--- src/asri_pkg.sv ---
// Shared types and constants of the ADC serial register interface.
`timescale 1ns / 1ps
package asri_pkg;

	// Event codes carried on the input channel
	localparam logic [1:0] CMD_XFER   = 2'd0;
	localparam logic [1:0] CMD_CONV   = 2'd1;
	localparam logic [1:0] CMD_DESEL  = 2'd2;

	// Register select field of the communications byte
	localparam logic [2:0] REG_STATUS = 3'd0;
	localparam logic [2:0] REG_MODE   = 3'd1;
	localparam logic [2:0] REG_CONFIG = 3'd2;
	localparam logic [2:0] REG_DATA   = 3'd3;
	localparam logic [2:0] REG_ID     = 3'd4;
	localparam logic [2:0] REG_IO     = 3'd5;
	localparam logic [2:0] REG_OFFSET = 3'd6;
	localparam logic [2:0] REG_FSCALE = 3'd7;

	// Configuration port register indexes
	localparam logic CFG_CHIP_ID   = 1'b0;
	localparam logic CFG_WIDE_DATA = 1'b1;

	localparam logic [7:0]  CHIP_ID_RST   = 8'h0F;
	localparam logic        WIDE_DATA_RST = 1'b1;
	localparam logic [7:0]  ONES_BYTE     = 8'hFF;
	localparam logic [7:0]  IDLE_MISO     = 8'hFF;
	localparam logic [15:0] MODE_RST      = 16'h000A;
	localparam logic [15:0] CONFIG_RST    = 16'h0710;
	localparam logic [23:0] OFFSET_RST    = 24'h800000;
	localparam logic [23:0] FSCALE_RST    = 24'h500000;
	localparam logic [2:0]  ONES_RESET_RUN = 3'd4;

	typedef struct packed {
		logic [1:0]  cmd;
		logic [7:0]  mosi_byte;
		logic [23:0] sample;
	} in_item_t;

	typedef struct packed {
		logic [7:0] miso_byte;
		logic       not_ready;
	} out_item_t;

	typedef struct packed {
		logic [7:0] chip_id;
		logic       wide_data;
	} cfg_t;

endpackage

--- src/asri_apb.sv ---
// APB configuration registers of the ADC serial register interface.
`timescale 1ns / 1ps
module asri_apb import asri_pkg::*; (
	input  logic        clk,
	input  logic        arst_n,
	input  logic        psel,
	input  logic        penable,
	input  logic        pwrite,
	input  logic [2:0]  paddr,
	input  logic [31:0] pwdata,
	output logic [31:0] prdata,
	output logic        pready,
	output cfg_t        cfg
);

	logic [7:0] chip_id_q;
	logic       wide_data_q;
	logic       wr_en;
	logic       reg_idx;

	assign pready  = 1'b1;
	assign reg_idx = paddr[2];
	assign wr_en   = psel & penable & pwrite;

	always_ff @(posedge clk or negedge arst_n) begin
		if (!arst_n) begin
			chip_id_q   <= CHIP_ID_RST;
			wide_data_q <= WIDE_DATA_RST;
		end else if (wr_en) begin
			case (reg_idx)
				CFG_CHIP_ID:   chip_id_q   <= pwdata[7:0];
				CFG_WIDE_DATA: wide_data_q <= pwdata[0];
				default: ;
			endcase
		end
	end

	// Low address bits are ignored; unused address bits are not decoded
	always_comb begin
		case (reg_idx)
			CFG_CHIP_ID:   prdata = {24'd0, chip_id_q};
			CFG_WIDE_DATA: prdata = {31'd0, wide_data_q};
			default:       prdata = 32'd0;
		endcase
	end

	assign cfg.chip_id   = chip_id_q;
	assign cfg.wide_data = wide_data_q;

endmodule

--- src/asri_engine.sv ---
// Byte protocol engine and register set of the ADC serial register interface.
`timescale 1ns / 1ps
module asri_engine import asri_pkg::*; (
	input  logic      clk,
	input  logic      arst_n,
	input  cfg_t      cfg,
	input  logic      in_fire,
	input  in_item_t  in_item,
	output logic      res_valid,
	output out_item_t res_item
);

	logic [1:0]  bytes_left_q, bytes_left_d;
	logic [2:0]  reg_select_q, reg_select_d;
	logic        is_read_q, is_read_d;
	logic [23:0] shift_buf_q, shift_buf_d;
	logic [2:0]  ones_run_q, ones_run_d;
	logic [15:0] mode_word_q, mode_word_d;
	logic [15:0] config_word_q, config_word_d;
	logic [23:0] offset_word_q, offset_word_d;
	logic [23:0] fscale_word_q, fscale_word_d;
	logic [23:0] result_word_q, result_word_d;
	logic        ready_n_q, ready_n_d;

	logic [7:0]  b;
	logic [2:0]  sel;
	logic [1:0]  nbytes;
	logic [23:0] rd_value;
	logic [23:0] wr_buf;
	logic [7:0]  miso;

	assign b   = in_item.mosi_byte;
	assign sel = b[5:3];

	// Register size and value for the selected register
	always_comb begin
		case (sel)
			REG_MODE, REG_CONFIG:   nbytes = 2'd2;
			REG_DATA:               nbytes = cfg.wide_data ? 2'd3 : 2'd2;
			REG_OFFSET, REG_FSCALE: nbytes = 2'd3;
			default:                nbytes = 2'd1;
		endcase
		case (sel)
			REG_STATUS: rd_value = {16'd0, ready_n_q, 3'd0, cfg.wide_data, config_word_q[2:0]};
			REG_MODE:   rd_value = {8'd0, mode_word_q};
			REG_CONFIG: rd_value = {8'd0, config_word_q};
			REG_DATA:   rd_value = cfg.wide_data ? result_word_q : {8'd0, result_word_q[15:0]};
			REG_ID:     rd_value = {16'd0, cfg.chip_id};
			REG_OFFSET: rd_value = offset_word_q;
			REG_FSCALE: rd_value = fscale_word_q;
			default:    rd_value = 24'd0;
		endcase
	end

	assign wr_buf = {shift_buf_q[15:0], b};

	always_comb begin
		bytes_left_d  = bytes_left_q;
		reg_select_d  = reg_select_q;
		is_read_d     = is_read_q;
		shift_buf_d   = shift_buf_q;
		ones_run_d    = ones_run_q;
		mode_word_d   = mode_word_q;
		config_word_d = config_word_q;
		offset_word_d = offset_word_q;
		fscale_word_d = fscale_word_q;
		result_word_d = result_word_q;
		ready_n_d     = ready_n_q;
		miso          = IDLE_MISO;
		res_valid     = 1'b0;

		if (in_fire) begin
			case (in_item.cmd)
				CMD_CONV: begin
					result_word_d = in_item.sample;
					ready_n_d     = 1'b0;
				end
				CMD_DESEL: begin
					bytes_left_d = 2'd0;
					ones_run_d   = 3'd0;
				end
				CMD_XFER: begin
					res_valid = 1'b1;
					if (bytes_left_q == 2'd0) begin
						if (!b[7]) begin
							reg_select_d = sel;
							is_read_d    = b[6];
							if (sel == REG_STATUS && !b[6]) begin
								bytes_left_d = 2'd0;
							end else begin
								bytes_left_d = nbytes;
								if (!b[6]) begin
									shift_buf_d = 24'd0;
								end else begin
									// left-align so the MSB byte sits in the top lane
									case (nbytes)
										2'd1:    shift_buf_d = {rd_value[7:0], 16'd0};
										2'd2:    shift_buf_d = {rd_value[15:0], 8'd0};
										default: shift_buf_d = rd_value;
									endcase
								end
							end
						end
					end else if (is_read_q) begin
						miso         = shift_buf_q[23:16];
						shift_buf_d  = {shift_buf_q[15:0], 8'd0};
						bytes_left_d = bytes_left_q - 2'd1;
						if (bytes_left_q == 2'd1 && reg_select_q == REG_DATA)
							ready_n_d = 1'b1;
					end else begin
						shift_buf_d  = wr_buf;
						bytes_left_d = bytes_left_q - 2'd1;
						if (bytes_left_q == 2'd1) begin
							case (reg_select_q)
								REG_MODE:   mode_word_d   = wr_buf[15:0];
								REG_CONFIG: config_word_d = wr_buf[15:0];
								REG_OFFSET: offset_word_d = wr_buf;
								REG_FSCALE: fscale_word_d = wr_buf;
								default: ;
							endcase
						end
					end

					if (b == ONES_BYTE) begin
						ones_run_d = ones_run_q + 3'd1;
						if (ones_run_d >= ONES_RESET_RUN) begin
							bytes_left_d  = 2'd0;
							reg_select_d  = REG_STATUS;
							is_read_d     = 1'b0;
							shift_buf_d   = 24'd0;
							ones_run_d    = 3'd0;
							mode_word_d   = MODE_RST;
							config_word_d = CONFIG_RST;
							offset_word_d = OFFSET_RST;
							fscale_word_d = FSCALE_RST;
							result_word_d = 24'd0;
							ready_n_d     = 1'b1;
						end
					end else begin
						ones_run_d = 3'd0;
					end
				end
				default: ;
			endcase
		end
	end

	always_ff @(posedge clk or negedge arst_n) begin
		if (!arst_n) begin
			bytes_left_q  <= 2'd0;
			reg_select_q  <= REG_STATUS;
			is_read_q     <= 1'b0;
			shift_buf_q   <= 24'd0;
			ones_run_q    <= 3'd0;
			mode_word_q   <= MODE_RST;
			config_word_q <= CONFIG_RST;
			offset_word_q <= OFFSET_RST;
			fscale_word_q <= FSCALE_RST;
			result_word_q <= 24'd0;
			ready_n_q     <= 1'b1;
		end else begin
			bytes_left_q  <= bytes_left_d;
			reg_select_q  <= reg_select_d;
			is_read_q     <= is_read_d;
			shift_buf_q   <= shift_buf_d;
			ones_run_q    <= ones_run_d;
			mode_word_q   <= mode_word_d;
			config_word_q <= config_word_d;
			offset_word_q <= offset_word_d;
			fscale_word_q <= fscale_word_d;
			result_word_q <= result_word_d;
			ready_n_q     <= ready_n_d;
		end
	end

	assign res_item.miso_byte = miso;
	assign res_item.not_ready = ready_n_d;

endmodule

--- src/asri_out.sv ---
// Result register of the ADC serial register interface.
`timescale 1ns / 1ps
module asri_out import asri_pkg::*; (
	input  logic      clk,
	input  logic      arst_n,
	input  logic      res_valid,
	input  out_item_t res_item,
	output logic      take_ok,
	output logic      out_valid,
	input  logic      out_ready,
	output out_item_t out_data
);

	logic      valid_q;
	out_item_t data_q;

	// Free, or emptied in this same cycle
	assign take_ok = !valid_q || out_ready;

	always_ff @(posedge clk or negedge arst_n) begin
		if (!arst_n) begin
			valid_q <= 1'b0;
		end else if (take_ok) begin
			valid_q <= res_valid;
		end
	end

	always_ff @(posedge clk) begin
		if (take_ok && res_valid) begin
			data_q <= res_item;
		end
	end

	assign out_valid = valid_q;
	assign out_data  = data_q;

endmodule

--- src/adc_serial_register_interface_top.sv ---
// Top level of the ADC serial register interface: slave side of the byte-wide register protocol.
`timescale 1ns / 1ps
// Each input transfer is one event: an SPI byte exchange, a conversion-complete
// notice carrying a new sample, or a chip deselect. Byte exchanges return one
// output transfer with the MISO byte (0xFF when no register is being shifted
// out) and the not-ready flag as it stands after the byte; the other events
// return nothing. Every event is decoded and applied to the register set in the
// cycle it is accepted, and its result lands in a single output register, so
// the block takes one transfer per clock; the only stall is a full output
// register that the sink is not draining. The output appears in the cycle after
// the input is accepted. Four 0xFF bytes in a row restore every register to its
// reset value; chip_id (APB 0x0) and wide_data (APB 0x4) are kept and should
// only be written while no transfer is in flight.
module adc_serial_register_interface_top import asri_pkg::*; (
	input  logic        clk,
	input  logic        arst_n,
	input  logic        in_valid,
	output logic        in_ready,
	input  in_item_t    in_data,
	output logic        out_valid,
	input  logic        out_ready,
	output out_item_t   out_data,
	input  logic        psel,
	input  logic        penable,
	input  logic        pwrite,
	input  logic [2:0]  paddr,
	input  logic [31:0] pwdata,
	output logic [31:0] prdata,
	output logic        pready
);

	cfg_t      cfg;
	logic      in_fire;
	logic      res_valid;
	out_item_t res_item;

	asri_apb u_apb (
		.clk     (clk),
		.arst_n  (arst_n),
		.psel    (psel),
		.penable (penable),
		.pwrite  (pwrite),
		.paddr   (paddr),
		.pwdata  (pwdata),
		.prdata  (prdata),
		.pready  (pready),
		.cfg     (cfg)
	);

	assign in_fire = in_valid && in_ready;

	asri_engine u_engine (
		.clk       (clk),
		.arst_n    (arst_n),
		.cfg       (cfg),
		.in_fire   (in_fire),
		.in_item   (in_data),
		.res_valid (res_valid),
		.res_item  (res_item)
	);

	asri_out u_out (
		.clk       (clk),
		.arst_n    (arst_n),
		.res_valid (res_valid),
		.res_item  (res_item),
		.take_ok   (in_ready),
		.out_valid (out_valid),
		.out_ready (out_ready),
		.out_data  (out_data)
	);

endmodule
--- config.mk ---
export PLATFORM = sky130hd
export DESIGN_NAME = adc_serial_register_interface_top
export DESIGN_NICKNAME = d
export VERILOG_FILES = /design/src/asri_pkg.sv /design/src/asri_apb.sv /design/src/asri_engine.sv /design/src/asri_out.sv /design/src/adc_serial_register_interface_top.sv
export SDC_FILE = /design/constraint.sdc
export NUM_CORES = 1
export LEC_CHECK = 0
export BUFFER_PORTS_ARGS = -buffer_cell sky130_fd_sc_hd__buf_2
export CORE_ASPECT_RATIO = 0.75
export CORE_UTILIZATION = 52
export CTS_CLUSTER_SIZE = 16
export DETAILED_ROUTE_END_ITERATION = 12
export PLACE_DENSITY = 0.74
export SYNTH_ARGS = -nofsm -noshare
export SYNTH_HDL_FRONTEND = slang
export SYNTH_SLANG_ARGS = --single-unit
--- constraint.sdc ---
create_clock -name clk -period 1.9 [get_ports clk]
set_input_delay 0 -clock clk [delete_from_list [all_inputs] [get_ports clk]]
set_output_delay 0 -clock clk [all_outputs]
set_load 0.05 [all_outputs]
; ---- Yosys cells after proc, flatten, opt, wreduce, memory -nomap -nowiden
; Index checks and enable logic that the tools add are counted.
[totals]
reg_bits = 157
output_inout_bits = 44
elab_cells = 130
[classes]
add_sub_neg = 2
magnitude_cmp = 1
eq_ne = 19
n_mux = 66
n_bitwise = 6
reduce_logical = 20
[op_table]
columns = operator, n
row1 = 24-bit 2-to-1 mux, 21
row2 = 16-bit 2-to-1 mux, 12
row3 = 24-bit one-hot mux with 7 select lines, 1
row4 = 24-bit one-hot mux with 2 select lines, 2
row5 = 32-bit one-hot mux with 2 select lines, 1
row6 = 3-bit 2-to-1 mux, 6
row7 = 3-bit equality test (second input constant), 5
row8 = 1-bit 2-to-1 mux, 13
row9 = 3-bit by 2-bit equality test with 1-bit output (second input constant), 4
row10 = 2-bit 2-to-1 mux, 5
row11 = 8-bit equality test (second input constant), 1
row12 = 8-bit 2-to-1 mux, 1
row13 = 2-bit AND reduction, 4
row14 = 2-bit by 1-bit equality test with 1-bit output (second input constant), 3
row15 = 3-bit by 1-bit equality test with 1-bit output (second input constant), 2
row16 = 2-bit one-hot mux with 3 select lines, 1
row17 = 3-bit one-hot mux with 2 select lines, 1
row18 = 2-bit equality test (second input constant), 2
row19 = 1-bit logical AND, 4
row20 = 2-bit zero test, 2
row21 = 2-bit by 1-bit inequality test with 1-bit output (second input constant), 2
row22 = 1-bit inverter, 4
row23 = 2-bit one-hot mux with 2 select lines, 1
row24 = 4-bit AND reduction, 1
row25 = other kinds (11), 15

; ---- Logic depth before layout (Yosys ltp)
; Gate-level depths: netlist of the first run.
[logic_depth]
ltp_word = 11
depth_mapped = 8
ltp_nobuf = 6

; ---- Cells and area by module
; A second synthesis of the first run with hierarchy kept.
[hier_totals]
hier_cells = 872
hier_area_um2 = 8433.1
[modules_own_cells]
columns = module, instances, cells_per_inst, area_each_um2, seq_area_each_um2
row1 = asri_engine, 1, 801, 7442.1, 3465.8
row2 = asri_apb, 1, 57, 660.6, 231.5
row3 = asri_out, 1, 13, 324.1, 295.3
row4 = adc_serial_register_interface_top, 1, 1, 6.3, 0.0

; ---- Least setup slack after synthesis of the first run
; No wires, ideal clock.
[synth_path]
path_type = register to register
start = register u_out.valid_q, in the netlist u_out.out_valid
end = register u_out.data_q (netlist bit u_out.out_data[0]) (data pin)
setup_time_ns = 0.172
arrival_ns = 2.059
required_time_ns = 1.728
setup_slack_ns = -0.331
path_stages_with_launch = 8
path_buffers = 2
cell_sequence = dfrtp_1 -> nand2b_1 -> buf_2 -> nand3_2 -> inv_1 -> buf_2 -> nand2_1 -> o211ai_1
[synth_via]
elab_chain_len = 4
[synth_lines]
columns = item, line
row1 = "start, declared", asri_out.sv:14  ; logic valid_q;
row2 = "start signal, assigned", asri_out.sv:24  ; valid_q <= res_valid;
row3 = 1-bit zero test, asri_out.sv:18  ; assign take_ok = !valid_q || out_ready;
row4 = 1-bit logical OR, asri_out.sv:18
row5 = net in_ready, adc_serial_register_interface_top.sv:18  ; output logic in_ready,
row6 = 1-bit logical AND, adc_serial_register_interface_top.sv:50  ; assign in_fire = in_valid && in_ready;
row7 = 1-bit 2-to-1 mux, asri_engine.sv:72  ; if (in_fire) begin
row8 = net u_engine.ready_n_d, asri_engine.sv:23  ; logic ready_n_q, ready_n_d;
row9 = "end signal, assigned", asri_out.sv:30  ; data_q <= res_item;
row10 = "end, declared", asri_out.sv:15  ; out_item_t data_q;
; The timed path passes the listed nets, and every way through them passes these cells.
; A chain may end at the register's enable or synchronous reset.

; ---- Worst setup path in the final report of the first run
[layout_path]
start = register u_engine.ones_run_q[0]
end = register u_engine.bytes_left_q[1]
[layout_via]
elab_chain_len = 5
[layout_lines]
columns = item, line
row1 = "start, declared", asri_engine.sv:17  ; logic [2:0] ones_run_q, ones_run_d;
row2 = "start signal, assigned", asri_engine.sv:166  ; ones_run_q <= ones_run_d;
row3 = 3-bit by 1-bit adder with 3-bit output, asri_engine.sv:125  ; ones_run_d = ones_run_q + 3'd1;
row4 = 3-bit >= comparator, asri_engine.sv:126  ; if (ones_run_d >= ONES_RESET_RUN) begin
row5 = 2-bit 2-to-1 mux, asri_engine.sv:126
row6 = 2-bit 2-to-1 mux, asri_engine.sv:124  ; if (b == ONES_BYTE) begin
row7 = 2-bit one-hot mux with 2 select lines, asri_engine.sv:73  ; case (in_item.cmd)
row8 = "end signal, assigned", asri_engine.sv:162  ; bytes_left_q <= bytes_left_d;
row9 = "end, declared", asri_engine.sv:13  ; logic [1:0] bytes_left_q, bytes_left_d;
; Every way passes these cells.

==> results_dict.tcl, run 1 <==
set metrics [dict create \
    min_to "u_engine.ones_run_q[0]$_DFFE_PN0P_" \
    cts_tree "built" \
    critical_path.max_fanout 2 \
    post-route-period-util 1.05 \
    grt-ovfl-total 0 \
    final_area_um2 10700 \
    nets 1034 \
    tns_ns -3.52 \
    dp.cells 1088 \
    ys.flop_type "dfrtp_1" \
    drt_iter0_markers 973 \
    die_h_um 112 \
    fin_ws_ns -0.0977 \
    reg2reg_depth 8 \
    min_period_ns 2.00 \
    firstDrtPassIters 6 \
    dieArea_um2 16600 \
    track_usage 0.327 \
    drt-total-wl_mm 26.8 \
    final_common_cell "dfrtp_1" \
    clk_pin_slew_worst_paths_ns 0.07 \
    stdcell_count 1175 \
    ys_async_sr_fraction 0.943 \
    vias 7348 \
    cts_max_level 4 \
    p_leak_nw 4.55 \
    ys_ff_latch 157 \
    total_power_mw 9.66 \
    powerDensity_nw_per_um2 905 \
    maxCapViolCount 0 \
    rsz0062_at_grt "true" \
    antenna_found_initial 0 \
    p_int_mw 6.50 \
    required_ns 2.23 \
    avgRoutedWirePerCell_um 22.8 \
    tightest_slew_ns 0.672 \
    cp-end-kind "flop" \
    cts_sinks 157 \
    reg2reg_from "u_engine.ones_run_q[0]$_DFFE_PN0P_" \
    dp_hpwl_mm 16.8 \
    rows 39 \
    violations "setup timing" \
    synthCells 823 \
    finalSetupViolCount 62 \
    critPathKind "reg -> reg" \
    p_clk_frac 0.354 \
    cts_root_buf "clkbuf_16" \
    cts_buffers 17 \
    diodes 0 \
    antenna_left 0 \
    hold_start "in_data[32]" \
    arrival_ns 2.32 \
    r2r_setup_slack_ns -0.1 \
    ys_types 77 \
    grt_max_degree 56 \
    hp-class "in -> reg" \
    io_buffers 68 \
    max-vdd-ir-drop_mv 0.657 \
    io_pins 120 \
    clk-insertion-delay-late_ns 0.44 \
    areaGrowthSynthToFinish_pct 27.7 \
    clockBufferDepth 2 \
    startpoint_type "flop" \
    die_x_um 148 \
    pwr-share-comb 0.198 \
    gp_congestion 0.954 \
    hold_viol_final 0 \
    fmax_mhz 501 \
    fin_skew_ns 0.0105 \
    power_switching_mw 3.15 \
    maxSlewViolCount 0 \
    grt_pass1_wl_mm 40.8 \
    whs_path_depth 4 \
    yosysSeqAreaShare 0.478 \
    drc 0 \
    netSwitchingFraction 0.327 \
    final_cell_mix "131 x dfrtp_1, 87 x nand2_1, 74 x mux2i_1" \
    synth_area_per_cell_um2 10.2 \
    grt_pass1_vias 7252 \
    core_area_um2 15500 \
    start_util 0.540 \
    viasPerCell 6.25 \
    status "finished, violations left" \
    dpl_cell_area_um2 9170 \
    drive_above_1_share 0.282 \
    maxSlewHeadroom 0.550 \
    place_ws_ns -0.113 \
    yosys_warnings 0 \
    seqPwrFrac 0.448 \
    syn_area_um2 8360 \
    rr_endpoint "u_engine.bytes_left_q[1]$_DFFE_PN0P_" \
    synth_edf_count 9 \
]
-- synth_stat cells, types with 4 or more instances --
| library cell | n | area share |
|---|---|---|
| dfrtp_1 | 133 | 0.40 |
| nand2_1 | 89 | 0.040 |
| mux2i_1 | 76 | 0.091 |
| nor2_1 | 70 | 0.031 |
| a21oi_1 | 48 | 0.029 |
| buf_4 | 39 | 0.035 |
| a22o_1 | 33 | 0.035 |
| o21ai_0 | 32 | 0.019 |
| buf_2 | 23 | 0.014 |
| clkbuf_1 | 20 | 0.0090 |
| mux2_2 | 16 | 0.022 |
| dfstp_2 | 15 | 0.047 |
| nand3_1 | 13 | 0.0078 |
| a32o_1 | 12 | 0.014 |
| nor2b_1 | 12 | 0.0090 |
| nand2b_1 | 11 | 0.0082 |
| o211ai_1 | 10 | 0.0090 |
| edfxtp_1 | 9 | 0.032 |
| nand4_1 | 9 | 0.0067 |
| o21ai_1 | 9 | 0.0054 |
| or3_1 | 9 | 0.0067 |
| nor3_1 | 8 | 0.0048 |
| o22ai_1 | 7 | 0.0052 |
| a21o_1 | 6 | 0.0054 |
| a31oi_1 | 6 | 0.0045 |
| buf_6 | 6 | 0.0081 |
| inv_1 | 6 | 0.0027 |
| a221oi_1 | 5 | 0.0052 |
| o2111ai_1 | 5 | 0.0052 |
| o31ai_1 | 5 | 0.0045 |
| and2_1 | 4 | 0.0030 |
| and3_1 | 4 | 0.0030 |
| o21a_1 | 4 | 0.0036 |
| o2bb2ai_1 | 4 | 0.0042 |
-- what timing repair did --
item | CTS | global route
setup endpoints to repair | 77 | 122
hold buffers | 42 | 0
pin swaps | 5 | 22
setup buffers | 6 | 1
gates resized for setup | 12 | 64
gates cloned | 3 | 5
endpoints found under the hold margin | 136 | 0
-- kinds of logic (layout without fill, tap and decap cells) --
group / after synthesis / count (layout) / share of synthesized area
adder cells (fa/ha/maj): 1 / 1 / 0.00150
AO/OA/AOI/OAI: 211 / 211 / 0.176
other: 2 / 25 / 0.000899
multiplexers: 93 / 93 / 0.114
buffers and inverters: 95 / 219 / 0.0690
flip-flops: 157 / 157 / 0.478
XOR/XNOR: 1 / 1 / 0.00105
AND/OR/NAND/NOR: 263 / 263 / 0.159
-- through the flow --
step / utilization / hold WS (ns)
after global routing: 0.690 / 0.0380
after CTS: 0.670 / 0.00238
after detailed placement: 0.593 / 0.00129
after global placement: 0.593 / 0.00749
final: 0.690 / 0.00830
after floorplan: - / -0.296
-- metal layers --
layer / routed length, µm / part of all wire / vias up / track usage
met5: 0 / 0 / - / 0
met4: 521 / 0.019 / 0 / 0.105
met3: 3120 / 0.12 / 52 / 0.0762
met2: 12000 / 0.45 / 461 / 0.490
met1: 11200 / 0.42 / 3627 / 0.469
li1: - / - / 3208 / -
-- power by group through the flow --
stage	clock (mW)	sequential [mW]	combinational (mW)
after floorplan	0	4.12	1.24
after global placement	0	4.32	1.72
after detailed placement	0	4.33	1.75
after CTS	3.42	4.28	1.84
after global routing	3.54	4.35	2.05
final	3.42	4.32	1.91
-- worst max-delay path: stages (launching register included) --
cell and delay [ns]:
dfrtp_1 0.42, ha_4 0.19, xnor2_4 0.12, or4_4 0.56, buf_6 0.16, buf_6 0.12, nand3_2 0.06, nand2_1 0.05
a32o_1 0.21
-- sequential cells by signal, summed over array words and instances, names as in the netlist, 8 cells and up --
signal and count:
u_engine.mode_word_q 16, u_engine.offset_word_q 24, u_apb.chip_id_q 8, u_out.out_data 9
u_engine.fscale_word_q 24, u_engine.shift_buf_q 24, u_engine.result_word_q 24, u_engine.config_word_q 16
-- layout make-up --
type,instances,area [µm²]
Multi-Input combinational cell,594,4160
Timing Repair Buffer,181,1660
Sequential cell,157,4000
Clock buffer,19,454
Tap cell,205,256
Fill cell,1161,4800
Clock inverter,13,126
Inverter,6,22.5
-- worst max path at each step --
| stage | startpoint | end | slack, ns | cells after the start |
|---|---|---|---|---|
| after floorplan | u_out.out_valid$_DFFE_PN0N_ | u_engine.mode_word_q[0]$_DFFE_PN0P_ | -0.1 | 7 |
| after global placement | u_engine.ones_run_q[0]$_DFFE_PN0P_ | u_engine.config_word_q[14]$_DFFE_PN0P_ | -0.08 | 6 |
| after detailed placement | u_engine.ones_run_q[0]$_DFFE_PN0P_ | u_engine.offset_word_q[3]$_DFFE_PN0P_ | -0.11 | 6 |
| after CTS | u_engine.ones_run_q[1]$_DFFE_PN0P_ | u_engine.result_word_q[14]$_DFFE_PN0P_ | -0.05 | 8 |
| after global routing | u_engine.ones_run_q[0]$_DFFE_PN0P_ | u_engine.bytes_left_q[1]$_DFFE_PN0P_ | -0.13 | 8 |
| final | u_engine.ones_run_q[0]$_DFFE_PN0P_ | u_engine.bytes_left_q[1]$_DFFE_PN0P_ | -0.1 | 8 |
Power figures use the tool's default switching activity.
==> run 2: changes to the inputs <==
--- a/config.mk
+++ b/config.mk
@@ -5,6 +5,7 @@
 export SDC_FILE = /design/constraint.sdc
 export NUM_CORES = 1
 export LEC_CHECK = 0
+export ABC_AREA = 1
 export BUFFER_PORTS_ARGS = -buffer_cell sky130_fd_sc_hd__buf_2
 export CORE_ASPECT_RATIO = 0.75
 export CORE_UTILIZATION = 52
==> results_dict.tcl, run 2 <==
set metrics [dict create \
    status "completed" \
    grt_busiest_layer "met2" \
    critical_path_buf_inv_count 3 \
    start_util 0.538 \
    final_common_cell "nand2_1" \
    max-vdd-ir-drop_mv 0.698 \
    ys_async_sr_fraction 0.943 \
    grt-ovfl-total 0 \
    post_cts_resize_count 0 \
    viasPerCell 5.69 \
    maxCapViolCount 0 \
    track_usage 0.318 \
    syn_area_um2 8280 \
    p_clk_frac 0.371 \
    drt-total-wl_mm 25.0 \
    grt_util_met3 0.105 \
    grt_pass1_vias 7365 \
    synth_edf_count 9 \
    critPathKind "reg -> reg" \
    antenna_left 0 \
    dp_hpwl_mm 16.7 \
    grt.met2_usage 0.468 \
    die_h_um 111 \
    netlist_top_cells_count "280 x nand2_1, 133 x dfrtp_1, 128 x a21oi_1, 123 x o21ai_0, 72 x inv_1" \
    fin_skew_ns 0.00888 \
    synth.area.top_cells "dfrtp_1 40%, nand2_1 13%, a21oi_1 7.7%" \
    critical_path.max_fanout 21 \
    required_ns 2.21 \
    dieArea_um2 16400 \
    arrival_ns 2.07 \
    clk-insertion-delay-late_ns 0.44 \
    netSwitchingFraction 0.314 \
    areaGrowthSynthToFinish_pct 20.3 \
    vias 7901 \
    fmax_mhz 571 \
    worstSetupPathDepth 9 \
    drc 0 \
    rsz0062_at_grt "false" \
    synth_area_per_cell_um2 7.80 \
    firstDrtPassIters 6 \
    core_area_um2 15400 \
    gp_congestion 0.969 \
    final_cell_mix "279 x nand2_1, 132 x dfrtp_1, 128 x a21oi_1" \
    yosys_warnings 0 \
    grt_pass1_wl_mm 39.6 \
    synthDominantCellAreaShare 0.402 \
    critPathMaxStageDelay_ns 0.39 \
    cts_max_level 4 \
    power_switching_mw 2.92 \
    p_int_mw 6.36 \
    ys_ff_latch 157 \
    clockBufferDepth 2 \
    tightest_slew_ns 0.580 \
    yosysSeqAreaShare 0.482 \
    startpoint_type "flop" \
    yosysTopAreaCell "dfrtp_1" \
    multiInputGateArea_um2 3550 \
    crit_slowest_cell "dfrtp_1" \
    ys_types 39 \
    cts_root_buf "clkbuf_16" \
    drt_iter0_markers 739 \
    path_cells "ha_1, xnor2_1, nor2_2, inv_1, nand2_1, buf_12, inv_1, nand3_1, o21ai_0" \
    seqCellArea_um2 3990 \
    dp.cells 1314 \
    cts_tree "built" \
    avgRoutedWirePerCell_um 18.0 \
    hold_viol_final 0 \
    rows 39 \
    drive_above_1_share 0.162 \
    dpl_cell_area_um2 8940 \
    maxSlewViolCount 0 \
    maxSlewHeadroom 0.609 \
    yosysMostFrequentCell "nand2_1" \
    stdcell_count 1388 \
    grt_use_met1 0.439 \
    ys.flop_type "dfrtp_1" \
    min_period_ns 1.75 \
    finalSetupViolCount 0 \
    post-route-period-util 0.922 \
    cts_sinks 157 \
    r2r_setup_slack_ns 0.15 \
    grt_max_degree 67 \
    seqPwrFrac 0.433 \
    pwr-share-comb 0.196 \
    cts_buffers 17 \
    diodes 0 \
    cpMostUsedCell "inv_1" \
    tns_ns 0 \
    io_buffers 68 \
    reg2reg_depth 9 \
    antenna_found_initial 0 \
    clk_pin_slew_worst_paths_ns 0.06 \
    cpLargestDelayFamily "simple AND/OR/NAND/NOR gates" \
    synthCells 1061 \
    p_leak_nw 4.91 \
    post-cts-setup-buffer-count 0 \
    nets 1248 \
    cp-end-kind "flop" \
    io_pins 120 \
    num-fill-cells 1301 \
    hp-class "in -> async" \
    powerDensity_nw_per_um2 932 \
    final_area_um2 9960 \
    die_x_um 148 \
]
## run 2: power by group through the flow
stage	combinational, mW	clock [mW]	sequential, mW
floorplan	1.19	0	3.99
global placement	1.66	0	4.05
detailed placement	1.69	0	4.06
CTS	1.79	3.44	4.01
global route	1.99	3.60	4.06
finish	1.82	3.45	4.02
## run 2: what timing repair did
action                     in CTS  in global routing
hold buffers                   43                  0
setup endpoints to repair       0                  0
hold endpoints to repair      190                  0
## run 2: worst reg2reg max path: stages, from the launching register on
cell and delay [ns]:
dfrtp_1 0.39, ha_1 0.21, xnor2_1 0.15, nor2_2 0.22, inv_1 0.10, nand2_1 0.11, buf_12 0.18, inv_1 0.11
nand3_1 0.09, o21ai_0 0.07
## run 2: cell families (layout without fill, tap and decap cells)
family | count (synthesis) | count (layout) | share of synthesized area
AO/OA/AOI/OAI | 278 | 278 | 0.173
XOR/XNOR | 1 | 1 | 0.00106
adder cells (fa/ha/maj) | 1 | 1 | 0.00151
buffers and inverters | 168 | 267 | 0.101
flip-flops | 157 | 157 | 0.482
other | 2 | 25 | 0.000907
AND/OR/NAND/NOR | 454 | 454 | 0.240
## run 2: path summary, 6_finish.rpt
check                                                     from                                endpoint
setup / recovery            u_engine.ones_run_q[0]$_DFFE_PN0P_     u_engine.shift_buf_q[1]$_DFFE_PN0P_
hold / removal                                          arst_n      u_engine.ones_run_q[2]$_DFFE_PN0P_
setup reg to reg            u_engine.ones_run_q[0]$_DFFE_PN0P_     u_engine.shift_buf_q[1]$_DFFE_PN0P_
hold reg to reg            u_engine.shift_buf_q[5]$_DFFE_PN0P_     u_engine.shift_buf_q[5]$_DFFE_PN0P_
max in group asynchronous                               arst_n  u_engine.config_word_q[10]$_DFFE_PN1P_
min in group clk                                   in_data[29]    u_engine.reg_select_q[2]$_DFFE_PN0P_
## run 2: layer usage
metal / routed length (µm) / part of all wire
met5: 0 / 0
met4: 600 / 0.024
met3: 2860 / 0.11
met2: 11000 / 0.44
met1: 10500 / 0.42
## run 2: area by class of cell
type / instances / share of cell area
clock buffer: 22 / 0.0476
clock inverter: 9 / 0.0114
inverter: 80 / 0.0318
multi-input combinational: 759 / 0.357
sequential: 157 / 0.401
tap: 205 / 0.0258
timing repair buffer: 156 / 0.126
## run 2: through the flow
step,util,hold slack [ns],power (mW),setup WS [ns]
4_1_cts,0.648,0.0115,9.24,0.136
5_1_grt,0.648,0.0374,9.65,0.0170
2_1_floorplan,-,-0.296,5.19,-0.0124
3_5_place_dp,0.582,-0.0987,5.76,0.183
6_report,0.648,0.00799,9.28,0.148
3_3_place_gp,0.582,-0.0923,5.71,0.218
==> run 3: changes to the inputs <==
--- a/config.mk
+++ b/config.mk
@@ -8,10 +8,10 @@
 export ABC_AREA = 1
 export BUFFER_PORTS_ARGS = -buffer_cell sky130_fd_sc_hd__buf_2
 export CORE_ASPECT_RATIO = 0.75
-export CORE_UTILIZATION = 52
+export CORE_UTILIZATION = 30
 export CTS_CLUSTER_SIZE = 16
 export DETAILED_ROUTE_END_ITERATION = 12
-export PLACE_DENSITY = 0.74
+export PLACE_DENSITY = 0.47
 export SYNTH_ARGS = -nofsm -noshare
 export SYNTH_HDL_FRONTEND = slang
 export SYNTH_SLANG_ARGS = --single-unit
==> results_dict.tcl, run 3 (synthesis gave the netlist of run 2 again) <==
set metrics [dict create \
    status "completed" \
    path_cells "nand2_2, o21ai_4, inv_2, nor2_4, buf_4, o21ai_1, nand3_1, nand2_1, o21ai_0" \
    hp-class "in -> async" \
    core_area_um2 27100 \
    p_leak_nw 4.98 \
    rows 52 \
    io_pins 120 \
    fmax_mhz 568 \
    drc 0 \
    maxCapViolCount 0 \
    antenna_found_initial 0 \
    vias 7619 \
    rr_endpoint "u_engine.shift_buf_q[11]$_DFFE_PN0P_" \
    drive_above_1_share 0.168 \
    clockBufferDepth 2 \
    final_cell_mix "279 x nand2_1, 132 x dfrtp_1, 128 x a21oi_1" \
    cts_tree "built" \
    io_buffers 68 \
    fin_skew_ns 0.0121 \
    cts_root_buf "clkbuf_16" \
    dieArea_um2 28300 \
    gp_congestion 0.883 \
    multiInputGateArea_um2 3550 \
    required_ns 2.25 \
    firstDrtPassIters 5 \
    post-route-period-util 0.927 \
    start_util 0.306 \
    grt_pass1_vias 7211 \
    reg2reg_depth 9 \
    crit_slowest_cell "dfstp_2" \
    clk-insertion-delay-late_ns 0.44 \
    place_ws_ns 0.169 \
    startpoint_type "flop" \
    diodes 0 \
    grt_max_degree 50 \
    num-fill-cells 2798 \
    dpl_cell_area_um2 9200 \
    drt_iter0_markers 610 \
    drt-total-wl_mm 27.5 \
    grt_pass1_wl_mm 43.9 \
    die_h_um 146 \
    avgRoutedWirePerCell_um 17.8 \
    reg2reg_from "u_apb.wide_data_q$_DFFE_PN1P_" \
    tns_ns 0 \
    cts_sinks 157 \
    arrival_ns 2.12 \
    seqCellArea_um2 3990 \
    max-vdd-ir-drop_mv 0.685 \
    dp_hpwl_mm 19.2 \
    nets 1255 \
    critical_path.max_fanout 9 \
    antenna_left 0 \
    final_common_cell "nand2_1" \
    die_x_um 194 \
    critPathMaxStageDelay_ns 0.54 \
    viasPerCell 4.94 \
    track_usage 0.204 \
    powerDensity_nw_per_um2 918 \
    final_area_um2 10300 \
    finalSetupViolCount 0 \
    clk_pin_slew_worst_paths_ns 0.07 \
    r2r_setup_slack_ns 0.14 \
    cts_buffers 17 \
    critPathKind "reg -> reg" \
    cts_max_level 4 \
    areaGrowthSynthToFinish_pct 24.1 \
    min_period_ns 1.76 \
    hold_viol_final 0 \
    cp-end-kind "flop" \
    grt-ovfl-total 0 \
    fin_ws_ns 0.139 \
    maxSlewViolCount 0 \
]
==> run 3: report_power, final <==
group          total [mW]  leakage [nW]  internal (mW)  switching [mW]
sequential           4.02          1.99           3.76           0.260
clock                3.53         0.291           2.08            1.46
combinational        1.87          2.70          0.595            1.28
total                9.42          4.98           6.43            2.99
==> run 3: repair_timing <==
item	4_1_cts	5_1_grt
buffers inserted	0	4
setup endpoints to repair	0	4
endpoints found under the hold margin	195	0
hold buffers	43	0
resized for setup	0	1
==> run 3: metal layers <==
metal  track usage  part of all wire  vias up
li1              -                 -     3705
met5             0                 0        -
met2         0.277              0.40      242
met4        0.0588             0.018        0
met3        0.0417             0.060       32
met1         0.320              0.52     3640
==> run 3: worst max-delay path, delay by kind of cell, from the launching register on <==
family / cells / cell delay (ns)
and+or+nand+nor: 4 / 0.47
buffers and inverters: 2 / 0.26
DFF: 1 / 0.54
AOI/OAI and AO/OA: 3 / 0.42
==> run 3: layout make-up <==
type                            instances  area share
Clock inverter                         10      0.0110
Sequential cell                       157       0.389
Tap cell                              351      0.0428
Clock buffer                           22      0.0473
Multi-Input combinational cell        759       0.346
Inverter                               80      0.0308
Timing Repair Buffer                  163       0.133
==> run 3: worst max-delay path by stage <==
stage	slack (ns)	to	from	depth (start not counted)
after floorplan	-0.01	u_out.out_data[0]$_DFFE_PP_	u_out.out_valid$_DFFE_PN0N_	8
after global placement	0.18	u_engine.shift_buf_q[7]$_DFFE_PN0P_	u_apb.wide_data_q$_DFFE_PN1P_	7
after detailed placement	0.17	u_engine.shift_buf_q[3]$_DFFE_PN0P_	u_engine.ones_run_q[0]$_DFFE_PN0P_	9
after CTS	0.15	u_engine.shift_buf_q[7]$_DFFE_PN0P_	u_apb.wide_data_q$_DFFE_PN1P_	7
after global routing	-0.003	u_engine.shift_buf_q[7]$_DFFE_PN0P_	u_apb.wide_data_q$_DFFE_PN1P_	7
final	0.14	u_engine.shift_buf_q[11]$_DFFE_PN0P_	u_apb.wide_data_q$_DFFE_PN1P_	9
==> run 3: stage by stage <==
step | power, mW | instances | hold WS [ns] | util
2_1_floorplan | 5.19 | 1084 | -0.296 | -
6_report | 9.42 | 1542 | 0.0667 | 0.379
5_1_grt | 9.92 | 1542 | 0.0870 | 0.379
3_3_place_gp | 5.84 | 1463 | -0.0275 | 0.340
3_5_place_dp | 5.86 | 1463 | -0.0331 | 0.340
4_1_cts | 9.50 | 1538 | 0.0499 | 0.378
